## src/sv/dds_pkg.sv

```systemverilog
// Shared types and constants of the differential drive speed limiter.
// Used by the top level and by the quotient unit; depends on nothing.
package dds_pkg;

  // Configuration register map
  localparam int unsigned CfgAddrW = 3;
  localparam int unsigned CfgDataW = 31;

  localparam logic [CfgAddrW-1:0] REG_MAX_SPEED      = 3'd0;
  localparam logic [CfgAddrW-1:0] REG_MAX_SPEED_STEP = 3'd1;
  localparam logic [CfgAddrW-1:0] REG_MAX_TURN       = 3'd2;
  localparam logic [CfgAddrW-1:0] REG_MAX_TURN_STEP  = 3'd3;
  localparam logic [CfgAddrW-1:0] REG_TREAD          = 3'd4;
  localparam logic [CfgAddrW-1:0] REG_RADIUS_SUM     = 3'd5;
  localparam logic [CfgAddrW-1:0] REG_COUNTS_PER_RAD = 3'd6;

  // Register values after reset
  localparam logic [CfgDataW-1:0] RST_MAX_SPEED      = 31'd65536;
  localparam logic [CfgDataW-1:0] RST_MAX_SPEED_STEP = 31'd6554;
  localparam logic [CfgDataW-1:0] RST_MAX_TURN       = 31'd131072;
  localparam logic [CfgDataW-1:0] RST_MAX_TURN_STEP  = 31'd13107;
  localparam logic [CfgDataW-1:0] RST_TREAD          = 31'd26214;
  localparam logic [CfgDataW-1:0] RST_RADIUS_SUM     = 31'd6554;
  localparam logic [CfgDataW-1:0] RST_COUNTS_PER_RAD = 31'd65536;

  // Quotient unit: two quotient bits per step, 32 quotient bits
  localparam int unsigned DivSteps = 16;
  localparam int unsigned DivCntW  = $clog2(DivSteps);
  localparam int unsigned DvdW     = 62;
  localparam int unsigned DvsW     = 31;
  localparam int unsigned QuotW    = 32;

  // Sequencer states
  typedef enum logic [3:0] {
    S_IDLE,
    S_LIM_V,
    S_LIM_W,
    S_ROT,
    S_RSV,
    S_NUM,
    S_ABS,
    S_LO,
    S_HI,
    S_SUM,
    S_CHK,
    S_DIV,
    S_OUT
  } dds_state_e;

  // Status of the quotient unit
  typedef struct packed {
    logic busy;
    logic done;
  } dds_div_stat_t;

endpackage

```

## src/sv/diff_drive_speed_limiter_top.sv

```systemverilog
// Differential drive speed limiter: limits a speed and turn command and
// derives wheel references. Depends on dds_pkg and instantiates dds_div.
//
// Each accepted command is clamped to its magnitude limit and then to one
// step limit of the previous applied value; the applied pair is kept as the
// new previous value and turned into right and left wheel references in
// whole encoder counts, (2v -/+ tread*w) * counts_per_rad / radius_sum,
// truncated toward zero and saturated to 32 bits. One shared 32x32
// multiplier and one divider that retires two quotient bits a cycle do the
// arithmetic under a sequencer. An item holds the input side from
// acceptance until its result enters the output register, and the next
// item can be taken in the following cycle; a wheel whose reference is
// zero or saturates skips its division. The divider, run once per wheel,
// takes most of the time an item holds the input side. The output register frees
// the input side while a result waits to be taken. Configuration is written
// through a plain write port and must only change while the block is idle.
module diff_drive_speed_limiter_top import dds_pkg::*; (
  input  logic                clk_i,
  input  logic                rst_ni,
  // Command channel
  input  logic                in_valid_i,
  output logic                in_ready_o,
  input  logic signed [31:0]  speed_cmd_i,
  input  logic signed [31:0]  turn_cmd_i,
  // Result channel
  output logic                out_valid_o,
  input  logic                out_ready_i,
  output logic signed [31:0]  right_ref_o,
  output logic signed [31:0]  left_ref_o,
  output logic [3:0]          clamp_flags_o,
  output logic signed [31:0]  applied_speed_o,
  output logic signed [31:0]  applied_turn_o,
  // Configuration write port
  input  logic                cfg_we_i,
  input  logic [CfgAddrW-1:0] cfg_addr_i,
  input  logic [CfgDataW-1:0] cfg_wdata_i
);

  // Configuration registers
  logic [CfgDataW-1:0] max_speed_q, max_speed_step_q, max_turn_q, max_turn_step_q;
  logic [CfgDataW-1:0] tread_q, radius_sum_q, counts_per_rad_q;

  // Control state
  dds_state_e         state_q, state_d;
  logic               wheel_q;
  logic               out_valid_q;
  logic signed [31:0] prev_speed_q, prev_turn_q;

  // Working payload
  logic signed [31:0] cmd_v_q, cmd_w_q;
  logic [3:0]         flags_q;
  logic [63:0]        prod_q;
  logic signed [63:0] rot_q, num_q;
  logic [62:0]        mag_q;
  logic               neg_q;
  logic [30:0]        plo_q;
  logic [61:0]        hi_q;
  logic signed [31:0] right_q, left_q;

  // Output register
  logic signed [31:0] out_right_q, out_left_q, out_speed_q, out_turn_q;
  logic [3:0]         out_flags_q;

  // Sequencer outputs
  logic               in_fire, out_load, div_start, wheel_wr;
  logic signed [31:0] wheel_res;

  // Shared multiplier
  logic [31:0] mul_a, mul_b;
  logic [63:0] mul_p;

  // Divider
  logic [QuotW-1:0] div_quot;
  dds_div_stat_t    div_stat;

  assign in_ready_o = (state_q == S_IDLE);
  assign in_fire    = in_valid_i && in_ready_o;

  // Write configuration registers; ignore the unused index
  always_ff @(posedge clk_i or negedge rst_ni) begin
    if (!rst_ni) begin
      max_speed_q      <= RST_MAX_SPEED;
      max_speed_step_q <= RST_MAX_SPEED_STEP;
      max_turn_q       <= RST_MAX_TURN;
      max_turn_step_q  <= RST_MAX_TURN_STEP;
      tread_q          <= RST_TREAD;
      radius_sum_q     <= RST_RADIUS_SUM;
      counts_per_rad_q <= RST_COUNTS_PER_RAD;
    end else if (cfg_we_i) begin
      unique case (cfg_addr_i)
        REG_MAX_SPEED:      max_speed_q      <= cfg_wdata_i;
        REG_MAX_SPEED_STEP: max_speed_step_q <= cfg_wdata_i;
        REG_MAX_TURN:       max_turn_q       <= cfg_wdata_i;
        REG_MAX_TURN_STEP:  max_turn_step_q  <= cfg_wdata_i;
        REG_TREAD:          tread_q          <= cfg_wdata_i;
        REG_RADIUS_SUM:     radius_sum_q     <= cfg_wdata_i;
        REG_COUNTS_PER_RAD: counts_per_rad_q <= cfg_wdata_i;
        default: ;
      endcase
    end
  end

  // Limiter, shared between the speed and the turn channel
  logic               lim_sel_v;
  logic signed [33:0] lx, lm, ls, lp, lx1, lhi, llo, lx2;
  logic signed [31:0] lim_res;
  logic               lim_mag_f, lim_step_f;

  always_comb begin
    lim_sel_v  = (state_q == S_LIM_V);
    lx  = lim_sel_v ? {{2{cmd_v_q[31]}}, cmd_v_q} : {{2{cmd_w_q[31]}}, cmd_w_q};
    lm  = lim_sel_v ? {3'b000, max_speed_q} : {3'b000, max_turn_q};
    ls  = lim_sel_v ? {3'b000, max_speed_step_q} : {3'b000, max_turn_step_q};
    lp  = lim_sel_v ? {{2{prev_speed_q[31]}}, prev_speed_q}
                    : {{2{prev_turn_q[31]}}, prev_turn_q};
    lhi = lp + ls;
    llo = lp - ls;
    lim_mag_f  = 1'b0;
    lim_step_f = 1'b0;
    // Clamp the magnitude
    if (lx > lm) begin
      lx1       = lm;
      lim_mag_f = 1'b1;
    end else if (lx < -lm) begin
      lx1       = -lm;
      lim_mag_f = 1'b1;
    end else begin
      lx1 = lx;
    end
    // Clamp the change against the previous applied value
    if (lx1 > lhi) begin
      lx2        = lhi;
      lim_step_f = 1'b1;
    end else if (lx1 < llo) begin
      lx2        = llo;
      lim_step_f = 1'b1;
    end else begin
      lx2 = lx1;
    end
    // Saturate to 32 bits
    if (lx2 > 34'sd2147483647) begin
      lim_res = 32'sh7FFF_FFFF;
    end else if (lx2 < -34'sd2147483648) begin
      lim_res = 32'sh8000_0000;
    end else begin
      lim_res = lx2[31:0];
    end
  end

  // Turn rate magnitude for the tread product
  logic [32:0] w_neg;
  logic [31:0] w_mag;
  assign w_neg = 33'd0 - {prev_turn_q[31], prev_turn_q};
  assign w_mag = prev_turn_q[31] ? w_neg[31:0] : prev_turn_q;

  // Select multiplier operands by step
  always_comb begin
    unique case (state_q)
      S_ROT: begin
        mul_a = w_mag;
        mul_b = {1'b0, tread_q};
      end
      S_LO: begin
        mul_a = mag_q[31:0];
        mul_b = {1'b0, counts_per_rad_q};
      end
      S_HI: begin
        mul_a = {1'b0, mag_q[62:32]};
        mul_b = {1'b0, counts_per_rad_q};
      end
      default: begin
        mul_a = '0;
        mul_b = '0;
      end
    endcase
  end
  assign mul_p = mul_a * mul_b;

  // Numerator terms
  logic signed [63:0] lin, rot_pos, rot_neg, num_abs;
  assign lin     = {{15{prev_speed_q[31]}}, prev_speed_q, 17'b0};
  assign rot_pos = {2'b00, prod_q[61:0]};
  assign rot_neg = 64'sd0 - rot_pos;
  assign num_abs = 64'sd0 - num_q;

  // Short cuts for a zero product and an oversized quotient
  logic               ref_zero, ref_ovf;
  logic signed [31:0] ref_sat;
  logic [QuotW-1:0]   quot_neg;
  assign ref_zero = (mag_q == '0) || (counts_per_rad_q == '0);
  assign ref_ovf  = (hi_q[61:31] >= radius_sum_q);
  assign ref_sat  = neg_q ? 32'sh8000_0000 : 32'sh7FFF_FFFF;
  assign quot_neg = '0 - div_quot;

  // Next state and sequencer strobes
  always_comb begin
    state_d   = state_q;
    div_start = 1'b0;
    wheel_wr  = 1'b0;
    wheel_res = '0;
    out_load  = 1'b0;
    unique case (state_q)
      S_IDLE:  if (in_fire) state_d = S_LIM_V;
      S_LIM_V: state_d = S_LIM_W;
      S_LIM_W: state_d = S_ROT;
      S_ROT:   state_d = S_RSV;
      S_RSV:   state_d = S_NUM;
      S_NUM:   state_d = S_ABS;
      S_ABS:   state_d = S_LO;
      S_LO:    state_d = S_HI;
      S_HI:    state_d = S_SUM;
      S_SUM:   state_d = S_CHK;
      S_CHK: begin
        priority if (ref_zero) begin
          wheel_wr  = 1'b1;
          wheel_res = '0;
        end else if (ref_ovf) begin
          wheel_wr  = 1'b1;
          wheel_res = ref_sat;
        end else begin
          div_start = 1'b1;
          state_d   = S_DIV;
        end
        if (wheel_wr) state_d = wheel_q ? S_OUT : S_NUM;
      end
      S_DIV: begin
        if (div_stat.done) begin
          wheel_wr  = 1'b1;
          wheel_res = neg_q ? quot_neg : div_quot;
          state_d   = wheel_q ? S_OUT : S_NUM;
        end
      end
      S_OUT: begin
        if (!out_valid_q || out_ready_i) begin
          out_load = 1'b1;
          state_d  = S_IDLE;
        end
      end
      default: state_d = S_IDLE;
    endcase
  end

  // Hold the state, wheel select, applied values and result valid
  always_ff @(posedge clk_i or negedge rst_ni) begin
    if (!rst_ni) begin
      state_q      <= S_IDLE;
      wheel_q      <= 1'b0;
      out_valid_q  <= 1'b0;
      prev_speed_q <= '0;
      prev_turn_q  <= '0;
    end else begin
      state_q <= state_d;
      if (in_fire) begin
        wheel_q <= 1'b0;
      end else if (wheel_wr) begin
        wheel_q <= ~wheel_q;
      end
      if (state_q == S_LIM_V) prev_speed_q <= lim_res;
      if (state_q == S_LIM_W) prev_turn_q  <= lim_res;
      if (out_load) begin
        out_valid_q <= 1'b1;
      end else if (out_ready_i) begin
        out_valid_q <= 1'b0;
      end
    end
  end

  // Advance the datapath registers
  always_ff @(posedge clk_i) begin
    if (in_fire) begin
      cmd_v_q <= speed_cmd_i;
      cmd_w_q <= turn_cmd_i;
    end
    if (state_q == S_LIM_V) flags_q[1:0] <= {lim_step_f, lim_mag_f};
    if (state_q == S_LIM_W) flags_q[3:2] <= {lim_step_f, lim_mag_f};
    if (state_q == S_ROT || state_q == S_LO) prod_q <= mul_p;
    if (state_q == S_HI) begin
      plo_q  <= prod_q[62:32];
      prod_q <= mul_p;
    end
    if (state_q == S_RSV) rot_q <= prev_turn_q[31] ? rot_neg : rot_pos;
    if (state_q == S_NUM) num_q <= wheel_q ? (lin + rot_q) : (lin - rot_q);
    if (state_q == S_ABS) begin
      neg_q <= num_q[63];
      mag_q <= num_q[63] ? num_abs[62:0] : num_q[62:0];
    end
    if (state_q == S_SUM) hi_q <= prod_q[61:0] + {31'b0, plo_q};
    if (wheel_wr) begin
      if (wheel_q) begin
        left_q <= wheel_res;
      end else begin
        right_q <= wheel_res;
      end
    end
    if (out_load) begin
      out_right_q <= right_q;
      out_left_q  <= left_q;
      out_flags_q <= flags_q;
      out_speed_q <= prev_speed_q;
      out_turn_q  <= prev_turn_q;
    end
  end

  dds_div u_div (
    .clk_i      (clk_i),
    .rst_ni     (rst_ni),
    .start_i    (div_start),
    .dividend_i (hi_q),
    .divisor_i  (radius_sum_q),
    .quot_o     (div_quot),
    .stat_o     (div_stat)
  );

  assign out_valid_o     = out_valid_q;
  assign right_ref_o     = out_right_q;
  assign left_ref_o      = out_left_q;
  assign clamp_flags_o   = out_flags_q;
  assign applied_speed_o = out_speed_q;
  assign applied_turn_o  = out_turn_q;

`ifndef NO_ASSERTIONS
  // An accepted beat always starts with the speed limiter
  a_accept_lim: assert property (@(posedge clk_i) disable iff (!rst_ni)
    in_fire |=> (state_q == S_LIM_V))
    else $error("command beat did not start the limiter");

  // The divider runs only while the sequencer waits on it
  a_div_owned: assert property (@(posedge clk_i) disable iff (!rst_ni)
    (div_stat.busy || div_stat.done) |-> (state_q == S_DIV))
    else $error("divider active outside its wait state");

  // A new result appears only from the output step
  a_out_from_seq: assert property (@(posedge clk_i) disable iff (!rst_ni)
    $rose(out_valid_q) |-> ($past(state_q) == S_OUT))
    else $error("result valid rose outside the output step");
`endif

endmodule

```

## src/sv/dds_div.sv

```systemverilog
// Restoring divider, two quotient bits per cycle, for the wheel references.
// Depends on dds_pkg for widths and the status struct.
module dds_div import dds_pkg::*; (
  input  logic                 clk_i,
  input  logic                 rst_ni,
  input  logic                 start_i,
  input  logic [DvdW-1:0]      dividend_i,
  input  logic [DvsW-1:0]      divisor_i,
  output logic [QuotW-1:0]     quot_o,
  output dds_div_stat_t        stat_o
);

  localparam logic [DivCntW-1:0] LastStep = DivCntW'(DivSteps - 1);

  logic [DvsW-1:0]    rem_q, rem_d;
  logic [QuotW-1:0]   sh_q, sh_d;
  logic [DvsW-1:0]    dvs_q;
  logic [DivCntW-1:0] cnt_q;
  logic               busy_q, done_q;

  logic [DvsW:0]      t1, t2, dvs_ext, t1_sub, t2_sub;
  logic               ge1, ge2;
  logic [DvsW-1:0]    r1;

  // Two chained compare-and-subtract steps
  always_comb begin
    dvs_ext = {1'b0, dvs_q};
    t1      = {rem_q, sh_q[QuotW-1]};
    ge1     = (t1 >= dvs_ext);
    t1_sub  = t1 - dvs_ext;
    r1      = ge1 ? t1_sub[DvsW-1:0] : t1[DvsW-1:0];
    t2      = {r1, sh_q[QuotW-2]};
    ge2     = (t2 >= dvs_ext);
    t2_sub  = t2 - dvs_ext;
    rem_d   = ge2 ? t2_sub[DvsW-1:0] : t2[DvsW-1:0];
    sh_d    = {sh_q[QuotW-3:0], ge1, ge2};
  end

  // Load on start, then shift dividend bits out and quotient bits in
  always_ff @(posedge clk_i) begin
    if (start_i) begin
      rem_q <= {1'b0, dividend_i[DvdW-1:QuotW]};
      sh_q  <= dividend_i[QuotW-1:0];
      dvs_q <= divisor_i;
    end else if (busy_q) begin
      rem_q <= rem_d;
      sh_q  <= sh_d;
    end
  end

  // Step counter and status
  always_ff @(posedge clk_i or negedge rst_ni) begin
    if (!rst_ni) begin
      cnt_q  <= '0;
      busy_q <= 1'b0;
      done_q <= 1'b0;
    end else begin
      done_q <= 1'b0;
      if (start_i) begin
        cnt_q  <= '0;
        busy_q <= 1'b1;
      end else if (busy_q) begin
        cnt_q <= cnt_q + 1'b1;
        if (cnt_q == LastStep) begin
          busy_q <= 1'b0;
          done_q <= 1'b1;
        end
      end
    end
  end

  assign quot_o      = sh_q;
  assign stat_o.busy = busy_q;
  assign stat_o.done = done_q;

`ifndef NO_ASSERTIONS
  // Partial remainder stays below the divisor through the whole division
  a_rem_below: assert property (@(posedge clk_i) disable iff (!rst_ni)
    busy_q |-> (rem_q < dvs_q))
    else $error("divider remainder reached the divisor");

  // A start always opens a division
  a_start_busy: assert property (@(posedge clk_i) disable iff (!rst_ni)
    start_i |=> (busy_q && !done_q))
    else $error("divider did not start");

  // Done pulses only once the step count has run out
  a_done_end: assert property (@(posedge clk_i) disable iff (!rst_ni)
    done_q |-> (!busy_q && $past(busy_q) && $past(cnt_q) == LastStep))
    else $error("divider done without a full step count");
`endif

endmodule

```

## config.mk

```make
export PLATFORM = sky130hd
export DESIGN_NAME = diff_drive_speed_limiter_top
export DESIGN_NICKNAME = d
export VERILOG_FILES = /design/src/sv/dds_pkg.sv /design/src/sv/diff_drive_speed_limiter_top.sv /design/src/sv/dds_div.sv
export SDC_FILE = /design/constraint.sdc
export NUM_CORES = 2
export LEC_CHECK = 0
export BUFFER_PORTS_ARGS = -buffer_cell sky130_fd_sc_hd__clkbuf_2
export CAP_MARGIN = 20
export CORE_ASPECT_RATIO = 1.1
export CORE_MARGIN = 4
export CORE_UTILIZATION = 30
export DETAILED_ROUTE_END_ITERATION = 10
export HOLD_SLACK_MARGIN = 0.08
export PLACE_DENSITY = 0.43
export SLEW_MARGIN = 40
export SYNTH_ARGS = -nofsm -noshare
export SYNTH_HDL_FRONTEND = slang
export SYNTH_SLANG_ARGS = --single-unit
export TNS_END_PERCENT = 100
```

## constraint.sdc

```tcl
create_clock -name clk_i -period 17.75 [get_ports clk_i]
set_clock_uncertainty 0.2 [all_clocks]
set_input_delay 0.8875 -clock clk_i [delete_from_list [all_inputs] [get_ports clk_i]]
set_output_delay 0.8875 -clock clk_i [all_outputs]
set_load 0.02 [all_outputs]
```

==> flow_metrics.py <==
metrics = {
    "outcome": {
        "status": "finished clean",
    },
    "synthesis": {
        "netlist.area_leader.share_pct": 23.4,
        "synth_seq_cells": 998,
        "ys_top_cells_by_area": "edfxtp_1 (23%), fa_1 (19%), ha_1 (9.2%)",
        "synth_edf_count": 704,
        "syn_inst": 9184,
        "syn_nets": 10826,
        "yosysTopAreaCell": "edfxtp_1",
        "yosys_warnings": 0,
        "yosys-top-cells-count": "nand2_1 (1,391), inv_1 (1,186), fa_1 (872)",
        "yosysMostFrequentCell": "nand2_1",
        "ys_async_sr_fraction_pct": 29.4,
        "syn_avg_cell_area_sq_um": 9.84,
        "syn_area_sq_um": 90400,
        "yosysUniqueCellTypes": 93,
        "ys.flop_type": "edfxtp_1",
        "ys_seq_area_share_pct": 31.6,
    },
    "floorplan": {
        "io_pins": 237,
        "die_h_um": 584,
        "start_util_pct": 30.1,
        "design.die.area_sq_um": 310000,
        "dieWidth_um": 531,
        "design.core.area_sq_um": 300000,
        "fp-row-count": 211,
    },
    "routing": {
        "via_per_inst": 5.18,
        "wirelength_um": 345000,
        "wl_met1_um": 153000,
        "wire_per_inst_um": 25.7,
        "met2_length_um": 163000,
        "highest_layer": "met5",
        "wl_met3_um": 18800,
        "first_pass_iters": 6,
        "detail_route.iter0.violations": 5374,
        "drcViolationCount": 0,
        "ant_nets": 0,
        "vias": 69460,
    },
    "clocking": {
        "cts_tree": "done",
        "cts_buffer_depth": 3,
        "cts_buffers": 114,
        "clock_insertion_delay_worst_skew_ns": 0.78,
        "clk_pin_slew_worst_paths_ns": 0.06,
        "cts_sinks": 998,
        "clockRootBuffer": "clkbuf_16",
        "cts_max_level": 3,
    },
    "critical_path": {
        "cpMostUsedCell": "fa_1",
        "critPathSlowestCell": "o21ai_0",
        "path_class": "flip-flop to flip-flop",
        "critPathMaxFanout": 31,
        "critPathTopFamily": "adder cells",
        "max_stage_delay_ns": 0.61,
        "crit_buf_inv": 5,
        "cp-end-kind": "flip-flop",
        "cp.required_ns": 18.03,
        "cp.arrival_ns": 13.00,
        "cp-start-kind": "flip-flop",
    },
    "sta": {
        "finalHoldViolations": 0,
        "post-route-period-util_pct": 71.6,
        "maxSlewHeadroom_pct": 35.8,
        "min_period_ns": 12.72,
        "drv_slew": 0,
        "setup_tns_ns": 0,
        "fmax_mhz": 78.6,
        "worst_slew_pin_slew_ns": 0.962,
        "rsz0062_at_grt": "false",
        "final-setup-viol-count": 0,
    },
    "hold_path": {
        "hold_path.class": "primary input to flip-flop",
    },
    "placed_design": {
        "place_congestion": 0.918,
        "hpwl_um": 265000,
        "place_area_sq_um": 96900,
        "placedCellCount": 13116,
        "port-buffer-count": 236,
    },
    "power": {
        "ir_worst_vdd_uv": 258,
        "total_power_mw": 21.4,
        "p_per_area_nw_per_um2": 211,
        "leakagePower_nw": 43.6,
    },
    "cells_and_area": {
        "fin_cells": 13417,
        "finalInstanceArea_sq_um": 101000,
        "final_layout_size_suffix_gt1_share_pct": 10.8,
        "fillers": 30552,
        "syn_to_final_growth_pct": 12.3,
        "final_nets": 10998,
    },
    "global_routing": {
        "grt_pass1_vias": 71908,
        "grt_max_degree": 102,
        "gr-usage-all-layers_pct": 22.0,
        "grt_pass1_wl_um": 502000,
        "antenna_found_initial": 54,
        "grt-ovfl-total": 0,
    },
    "flow_run": {
        "drv_cap": 0,
    },
}
==> power by group <==
part | leakage (nW) | internal, mW | switching (mW)
clock | 1.85 | 1.36 | 1.07
sequential | 9.93 | 3.44 | 0.754
combinational | 31.8 | 5.08 | 9.70
==> registers in the layout (all words and copies together), names as in the netlist, 32 cells and up <==
signal,flops
right_ref_o,32
left_q,32
prev_speed_q,32
hi_q,62
num_q,64
applied_speed_o,32
right_q,32
prod_q,63
cmd_w_q,32
rot_q,63
applied_turn_o,32
left_ref_o,32
u_div.quot_o,32
mag_q,63
prev_turn_q,32
cmd_v_q,32
==> path summary, 6_finish.rpt <==
check,from,slack [ns],end,cells past startpoint
setup / recovery,prev_turn_q[0]$_DFFE_PN0P_,5.03,prod_q[62]$_DFFE_PP_,37
hold / removal,speed_cmd_i[19],0.13,cmd_v_q[19]$_DFFE_PP_,1
setup reg to reg,prev_turn_q[0]$_DFFE_PN0P_,5.03,prod_q[62]$_DFFE_PP_,37
hold reg to reg,left_q[27]$_DFFE_PP_,0.22,left_ref_o[27]$_DFFE_PP_,0
max in group asynchronous,rst_ni,14.11,wheel_q$_DFFE_PN0P_,7
min in group asynchronous,rst_ni,0.45,tread_q[4]$_DFFE_PN0P_,2
==> layout make-up <==
type                       count  area, sq um  area share (%)
antenna                       23         57.6          0.0567
inverter                    1189         4470            4.40
tap                         3940         4930            4.86
sequential                   998        28500            28.1
clock buffer                 148         3170            3.12
multi-input combinational   6565        56200            55.4
clock inverter                66          652           0.642
timing repair buffer         488         3430            3.38
==> per-layer routing <==
| metal | GRT usage [%] | vias up |
|---|---|---|
| li1 | - | 31210 |
| met1 | 29.8 | 35822 |
| met2 | 36.5 | 1985 |
| met3 | 3.23 | 439 |
| met4 | 6.55 | 4 |
| met5 | 0 | - |
==> layout by cell type (no fill, tap or decap), types with 54 or more instances in the layout <==
master         netlist  final
xor2_1             114    114
nand2_1           1391   1391
o31ai_1             75     74
a21oi_1            354    349
nor3_1             150    143
dfrtp_1            260    258
dlygate4sd3_1        0     61
and2_1             184    183
mux2i_1             76     71
fa_1               872    872
a21o_1             129    129
inv_1             1186   1185
or3_1               88     86
nand4_1             83     83
nor4_1              63     60
xnor2_1            358    356
a22o_1              95     90
clkbuf_16            0    119
nand3_1            117    116
clkbuf_2             1    235
edfxtp_1           704    704
o211ai_1            61     61
o21ai_0            307    277
nor2_1             428    422
mux2_2             242    242
buf_4                6    169
ha_1               667    667
nand2b_1            55     54
==> timing repair <==
action,in CTS,in global routing
hold buffers,61,0
setup buffers,0,0
gates resized for setup,0,0
setup endpoints to repair,0,0
endpoints found under the hold margin,149,0
==> per-stage QoR <==
stage / setup slack (ns) / utilization, % / hold slack, ns
floorplan: 3.25 / - / 0.200
global placement: 4.56 / 32.2 / 0.203
detailed placement: 4.72 / 32.3 / 0.205
CTS: 4.71 / 33.7 / 0.0815
global route: 4.35 / 33.8 / 0.0939
finish: 5.03 / 33.8 / 0.132
==> kinds of logic after synthesis <==
group,share of synthesized area (%)
AND/OR/NAND/NOR,13.9
buffers and inverters,6.78
adder cells (fa/ha/maj),28.6
AO/OA/AOI/OAI,10.8
flip-flops,31.6
XOR/XNOR,4.57
multiplexers,3.87
Note: power is estimated with default switching activity, not from simulation.
